**src/rtl/f2hpp_pkg.sv**
```systemverilog
// constants and widths for the single-to-half pair packer
package f2hpp_pkg;

  localparam int unsigned F32_W  = 32;
  localparam int unsigned HALF_W = 16;
  localparam int unsigned PACK_W = 2 * HALF_W;

  localparam logic [7:0]  F32_EXP_SPECIAL = 8'hFF;
  // binary32 exponent for half exponent 0 is 112, for 31 is 143
  localparam logic [7:0]  HALF_EXP_OFFSET = 8'd112;
  localparam logic [7:0]  SUB_SHIFT_BASE  = 8'd113;
  localparam logic [7:0]  SUB_MIN_EXP     = 8'd102;
  localparam logic [7:0]  OVF_MIN_EXP     = 8'd143;

  localparam logic [23:0] ROUND_HALF_ULP  = 24'h001000;
  localparam logic [9:0]  HALF_MANT_MAX   = 10'h3FF;
  localparam logic [4:0]  HALF_EXP_MAX    = 5'd30;
  localparam logic [14:0] HALF_INF_MAG    = 15'h7C00;
  localparam logic [15:0] HALF_NAN_CODE   = 16'h7FFF;

endpackage

```
**src/rtl/f2hpp_in_if.sv**
```systemverilog
// input channel: a pair of binary32 patterns with valid/ready
interface f2hpp_in_if
  import f2hpp_pkg::*;
();
  logic              valid;
  logic              ready;
  logic [F32_W-1:0]  first_float_bits;
  logic [F32_W-1:0]  second_float_bits;

  modport source (output valid, output first_float_bits, output second_float_bits,
                  input ready);
  modport sink   (input valid, input first_float_bits, input second_float_bits,
                  output ready);
endinterface

```
**src/rtl/f2hpp_out_if.sv**
```systemverilog
// output channel: one packed word of two halves with valid/ready
interface f2hpp_out_if
  import f2hpp_pkg::*;
();
  logic              valid;
  logic              ready;
  logic [PACK_W-1:0] packed_halves;

  modport source (output valid, output packed_halves, input ready);
  modport sink   (input valid, input packed_halves, output ready);
endinterface

```
**src/rtl/f2hpp_cvt.sv**
```systemverilog
// binary32 to binary16 conversion, round half up in magnitude
module f2hpp_cvt
  import f2hpp_pkg::*;
(
  input  logic [F32_W-1:0]  single_i,
  output logic [HALF_W-1:0] half_o
);

  logic        sign;
  logic [7:0]  bexp;
  logic [22:0] mant;
  logic [7:0]  sub_shift;
  logic [23:0] sub_sig;
  logic [23:0] sub_sum;
  logic [10:0] sub_rnd;
  logic [9:0]  sub_mant;
  logic [23:0] nrm_sum;
  logic [4:0]  nrm_exp;
  logic [4:0]  nrm_exp_inc;

  always_comb begin
    sign = single_i[31];
    bexp = single_i[30:23];
    mant = single_i[22:0];

    // half subnormal: shift by 1..11 with hidden bit, round, clamp
    sub_shift = SUB_SHIFT_BASE - bexp;
    sub_sig   = {1'b1, mant} >> sub_shift[3:0];
    sub_sum   = sub_sig + ROUND_HALF_ULP;
    sub_rnd   = sub_sum[23:13];
    sub_mant  = sub_rnd[10] ? HALF_MANT_MAX : sub_rnd[9:0];

    // normal range: carry out of rounding bumps the exponent
    nrm_sum     = {1'b0, mant} + ROUND_HALF_ULP;
    nrm_exp     = 5'(bexp - HALF_EXP_OFFSET);
    nrm_exp_inc = nrm_exp + 5'd1;

    if (bexp == F32_EXP_SPECIAL) begin
      half_o = (mant != '0) ? HALF_NAN_CODE : {sign, HALF_INF_MAG};
    end else if (bexp < SUB_MIN_EXP) begin
      half_o = {sign, 15'd0};
    end else if (bexp <= HALF_EXP_OFFSET) begin
      half_o = {sign, 5'd0, sub_mant};
    end else if (bexp >= OVF_MIN_EXP) begin
      half_o = {sign, HALF_INF_MAG};
    end else if (nrm_sum[23]) begin
      half_o = (nrm_exp == HALF_EXP_MAX) ? {sign, HALF_INF_MAG}
                                         : {sign, nrm_exp_inc, 10'd0};
    end else begin
      half_o = {sign, nrm_exp, nrm_sum[22:13]};
    end
  end

endmodule

```
**src/rtl/float32_to_half_pair_pack.sv**
```systemverilog
// two-stage packer: input register, two converters, result register
// an input beat passes through the input register, then the two converters into the result register
// throughput: one pair per cycle while out_o.ready is high, set by the two-register pipeline with flow control
// in_i.ready falls only when both registers hold beats and out_o.ready is low
// reset clears both valid flags; the payload registers are not reset
module float32_to_half_pair_pack
  import f2hpp_pkg::*;
(
  input  logic          clk_i,
  input  logic          rst_ni,
  f2hpp_in_if.sink      in_i,
  f2hpp_out_if.source   out_o
);

  logic                s1_valid_q;
  logic [F32_W-1:0]    first_q;
  logic [F32_W-1:0]    second_q;
  logic                out_valid_q;
  logic [PACK_W-1:0]   packed_q;
  logic [PACK_W-1:0]   packed_d;
  logic                out_free;
  logic                s1_free;

  assign out_free = !out_valid_q || out_o.ready;
  assign s1_free  = !s1_valid_q || out_free;

  assign in_i.ready          = s1_free;
  assign out_o.valid         = out_valid_q;
  assign out_o.packed_halves = packed_q;

  f2hpp_cvt u_cvt_lo (
    .single_i (first_q),
    .half_o   (packed_d[HALF_W-1:0])
  );

  f2hpp_cvt u_cvt_hi (
    .single_i (second_q),
    .half_o   (packed_d[PACK_W-1:HALF_W])
  );

  always_ff @(posedge clk_i or negedge rst_ni) begin
    if (!rst_ni) begin
      s1_valid_q  <= 1'b0;
      out_valid_q <= 1'b0;
    end else begin
      if (s1_free) begin
        s1_valid_q <= in_i.valid;
      end
      if (out_free) begin
        out_valid_q <= s1_valid_q;
      end
    end
  end

  always_ff @(posedge clk_i) begin
    if (s1_free && in_i.valid) begin
      first_q  <= in_i.first_float_bits;
      second_q <= in_i.second_float_bits;
    end
    if (out_free && s1_valid_q) begin
      packed_q <= packed_d;
    end
  end

endmodule

```
**src/flat_wrapper.sv**
```systemverilog
// flat-port wrapper written by rule: the top's interface ports become plain ports
module float32_to_half_pair_pack_flat import f2hpp_pkg::*;
  (clk_i, rst_ni, in_i_valid, in_i_first_float_bits, in_i_second_float_bits, in_i_ready, out_o_valid, out_o_packed_halves, out_o_ready);
  f2hpp_in_if in_i_i ();
  f2hpp_out_if out_o_i ();
  input  logic clk_i;
  input  logic rst_ni;
  input wire logic [$bits(in_i_i.valid)-1:0] in_i_valid;
  input wire logic [$bits(in_i_i.first_float_bits)-1:0] in_i_first_float_bits;
  input wire logic [$bits(in_i_i.second_float_bits)-1:0] in_i_second_float_bits;
  output wire logic [$bits(in_i_i.ready)-1:0] in_i_ready;
  output wire logic [$bits(out_o_i.valid)-1:0] out_o_valid;
  output wire logic [$bits(out_o_i.packed_halves)-1:0] out_o_packed_halves;
  input wire logic [$bits(out_o_i.ready)-1:0] out_o_ready;
  assign in_i_i.valid = in_i_valid;
  assign in_i_i.first_float_bits = in_i_first_float_bits;
  assign in_i_i.second_float_bits = in_i_second_float_bits;
  assign in_i_ready = in_i_i.ready;
  assign out_o_valid = out_o_i.valid;
  assign out_o_packed_halves = out_o_i.packed_halves;
  assign out_o_i.ready = out_o_ready;
  float32_to_half_pair_pack u_core (.clk_i(clk_i), .rst_ni(rst_ni), .in_i(in_i_i), .out_o(out_o_i));
endmodule
```
**config.mk**
```make
export PLATFORM = sky130hd
export DESIGN_NAME = float32_to_half_pair_pack_flat
export DESIGN_NICKNAME = d
export VERILOG_FILES = /design/src/rtl/f2hpp_pkg.sv /design/src/rtl/f2hpp_in_if.sv /design/src/rtl/f2hpp_out_if.sv /design/src/rtl/f2hpp_cvt.sv /design/src/rtl/float32_to_half_pair_pack.sv /design/src/flat_wrapper.sv
export SDC_FILE = /design/constraint.sdc
export NUM_CORES = 1
export LEC_CHECK = 0
export BUFFER_PORTS_ARGS = -buffer_cell sky130_fd_sc_hd__buf_2
export CAP_MARGIN = 0
export CORE_ASPECT_RATIO = 0.5
export CORE_MARGIN = 2
export CORE_UTILIZATION = 57
export DETAILED_ROUTE_END_ITERATION = 8
export PLACE_DENSITY = 0.81
export SLEW_MARGIN = 10
export SYNTH_ARGS = -nofsm -noshare
export SYNTH_HDL_FRONTEND = slang
export SYNTH_SLANG_ARGS = --single-unit
```
**constraint.sdc**
```tcl
create_clock -name clk_i -period 4.3 [get_ports clk_i]
set_clock_uncertainty 0.15 [all_clocks]
set_input_delay 0.43 -clock clk_i [delete_from_list [all_inputs] [get_ports clk_i]]
set_output_delay 0.43 -clock clk_i [all_outputs]
set_load 0.005 [all_outputs]
```
==> flow_summary.json <==
{
  "gr-total-overflow": 0,
  "setup_violations": 0,
  "min_from": "in_i_first_float_bits[9]",
  "synth_cell_types": 68,
  "root_buffer": "clkbuf_16",
  "ant_nets": 0,
  "min_path_cells": 1,
  "syn_area_um2": 6010,
  "tightestPinTransition_ns": 1.01,
  "critPathKind": "reg -> reg",
  "r2r_cells": 9,
  "synth_area_leaders": "edfxtp_1 (48%), mux4_2 (6.4%), ha_1 (3.3%)",
  "seq_power_share_pct": 49.8,
  "start_util_pct": 58.7,
  "final_area_um2": 6840,
  "hp-class": "in -> reg",
  "met3_usage_pct": 5.57,
  "gr-usage-met2_pct": 38.1,
  "period_share_pct": 86.1,
  "cp_slowest_cell": "or4_1",
  "dr.first_iter.drc_count": 479,
  "clkPwrFrac_pct": 31.8,
  "n_fill_cell": 773,
  "r2r-start": "u_core.first_q[25]",
  "diodes": 0,
  "ir_drop_mv": 0.229,
  "syn2layout_area_growth_pct": 13.8,
  "synth_fa_ha_area_share_pct": 3.33,
  "synth-edff-count": 96,
  "yosysTopAreaCell": "edfxtp_1",
  "grt_pass1_vias": 4220,
  "post-cts-setup-buffers": 0,
  "synthCells": 540,
  "track_usage_pct": 23.8,
  "wl_mm": 12.9,
  "regToRegSetupSlack_ns": 0.60,
  "reg2reg_to": "u_core.out_o.packed_halves[8]",
  "hold_viol": 0,
  "drive_gt1_share_pct": 23.8,
  "hold-worst-slack_ns": 0.107,
  "dpl-instance-area_um2": 6550,
  "rows": 26,
  "powerDensity_nw_per_um2": 353,
  "die_h_um": 76.6,
  "clk_pin_slew_ns": 0.07,
  "syn_area_per_cell_um2": 11.1,
  "drv_slew": 0,
  "post-route-util_pct": 66.7,
  "vias": 4571,
  "intPower_uw": 1760,
  "worstPathArrival_ns": 3.59,
  "portBuffers": 101,
  "busiest_layer": "met2",
  "slew-limit-headroom_pct": 32.1,
  "cts_max_level": 3,
  "clock_path_buffers": 2,
  "setup_tns_ns": 0,
  "p_sw_uw": 650,
  "ys_async_sr_fraction_pct": 2.04,
  "layout_min_cycle_time_ns": 3.70,
  "slowest_delay_ns": 0.69,
  "tritoncts": "built",
  "synth_top_family_by_area": "simple AND/OR/NAND/NOR gates",
  "die-area_um2": 11400,
  "mostFrequentLayoutCell": "buf_2",
  "clkSinkCount": 98,
  "p_sw_share_pct": 26.9,
  "synth_compound_area_share_pct": 12.2,
  "vias_per_cell": 5.96,
  "synth_mux_area_share_pct": 9.18,
  "first_pass_iters": 5,
  "met1_usage_pct": 31.8,
  "cp-start-kind": "register",
  "rsz0062_at_grt": "no",
  "synth_seq_cells": 98,
  "dpl.hpwl_mm": 9.24,
  "route.detailed.drc": 0,
  "power.share.combinational_pct": 18.4,
  "status": "finished, final reports clean",
  "grt_antenna_before_repair": 0,
  "cts_buffers": 9,
  "p_leak_uw": 0.00258,
  "gp_congestion": 0.901,
  "synth_top_area_share_pct": 48.0,
  "critPathCaptureType": "register",
  "wl_per_cell_um": 16.8,
  "clk-insertion-delay-late_ns": 0.34,
  "boundaryPins": 102,
  "grt_max_degree": 38,
  "coreArea_um2": 10200,
  "ys_seq_area_share_pct": 48.8,
  "grt_pass1_wl_mm": 21.1,
  "syn-num-nets": 624,
  "max_freq_ghz": 0.270,
  "yosys_warnings": 0,
  "crit_path_max_fanout": 15,
  "final_cell_mix": "buf_2 (101), edfxtp_1 (96), nand2_1 (43)",
  "drv_cap": 0,
  "synth-simple-area-share_pct": 16.7,
  "die_w_um": 149,
  "cp_data_required_time_ns": 4.19,
  "crit_path_frequent_cell": "inv_1",
  "synth_xor_area_share_pct": 5.52,
  "crit_chain": "inv_1 > ha_1 > inv_1 > a211oi_2 > o21ai_1 > or4_1 > o31a_1 > nor3_4 > o221ai_1",
  "nets": 706,
  "ys.flop_type": "edfxtp_1",
  "hold_path_end": "u_core.first_q[9]"
}
==> through the flow <==
step                std cells  power [µW]  setup WS, ns
finish                    767        2410         0.598
global placement          750        1650         0.780
detailed placement        750        1660         0.656
CTS                       767        2420         0.647
global route              767        2530         0.343
floorplan                 540        1520         0.738
==> flip-flops by register name, indices dropped and copies added, names as in the netlist <==
name,cells
u_core.second_q,32
u_core.out_o.valid,1
u_core.first_q,32
u_core.out_o.packed_halves,32
u_core.s1_valid_q,1
==> how the worst max path moves through the flow <==
stage | from | to | slack [ns] | depth (start not counted)
final | u_core.first_q[25] | u_core.out_o.packed_halves[8] | 0.60 | 9
after global placement | u_core.first_q[25] | u_core.out_o.packed_halves[8] | 0.78 | 9
after global routing | u_core.first_q[25] | u_core.out_o.packed_halves[8] | 0.34 | 9
after CTS | u_core.first_q[25] | u_core.out_o.packed_halves[8] | 0.65 | 9
after floorplan | u_core.first_q[24] | u_core.out_o.packed_halves[6] | 0.74 | 13
after detailed placement | u_core.first_q[25] | u_core.out_o.packed_halves[8] | 0.66 | 9
==> synth_stat cells, types with 10 or more instances <==
cell / number
a21oi_1: 36
and3_1: 19
buf_2: 14
clkbuf_1: 12
edfxtp_1: 96
ha_1: 16
inv_1: 15
mux2i_1: 12
mux4_2: 17
nand2_1: 43
nand3_1: 21
nand4_1: 10
nor2_1: 25
o21ai_0: 33
xnor2_1: 18
xor2_1: 18
==> layer usage <==
metal  vias up  share of wire, %
li1       2228                 -
met1      2129                42
met2       187                48
met3        27               6.8
met4         0               2.6
met5         -                 0
==> power by group through the flow <==
stage	Combinational (µW)	Sequential (µW)	Clock [µW]
2_1_floorplan	327	1190	0
3_3_place_gp	429	1220	0
3_5_place_dp	436	1220	0
4_1_cts	440	1200	782
5_1_grt	492	1210	826
6_report	445	1200	767
==> area by class of cell <==
class                   instances  area (µm²)  share of cell area (%)
repair buffers                108         561                    8.20
multi-input cells             388        2820                    41.3
clock inverters                 3        22.5                   0.329
well taps                     140         175                    2.56
flip-flops and latches         98        2930                    42.9
inverters                      17        63.8                   0.933
clock buffers                  13         260                    3.81
==> what timing repair did <==
item / CTS / global route
resized for setup: 0 / 0
endpoints found under the hold margin: 2 / 0
setup endpoints to repair: 0 / 0
hold buffers: 1 / 0
==> critical path: cells and delay by family (launching register included) <==
family,cells,cell delay [ns]
buffers and inverters,2,0.36
adders and majority gates,1,0.57
DFF,1,0.43
AOI/OAI and AO/OA,4,0.90
and+or+nand+nor,2,0.99
==> kinds of logic (layout without fill, tap and decap cells) <==
logic type	after synthesis	in the layout
compound gates	118	118
xor+xnor	37	37
fa+ha+maj	16	16
flops	98	98
simple gates	185	185
buf+inv	54	141
mux	32	32
Note: power is estimated with default switching activity, not from simulation.
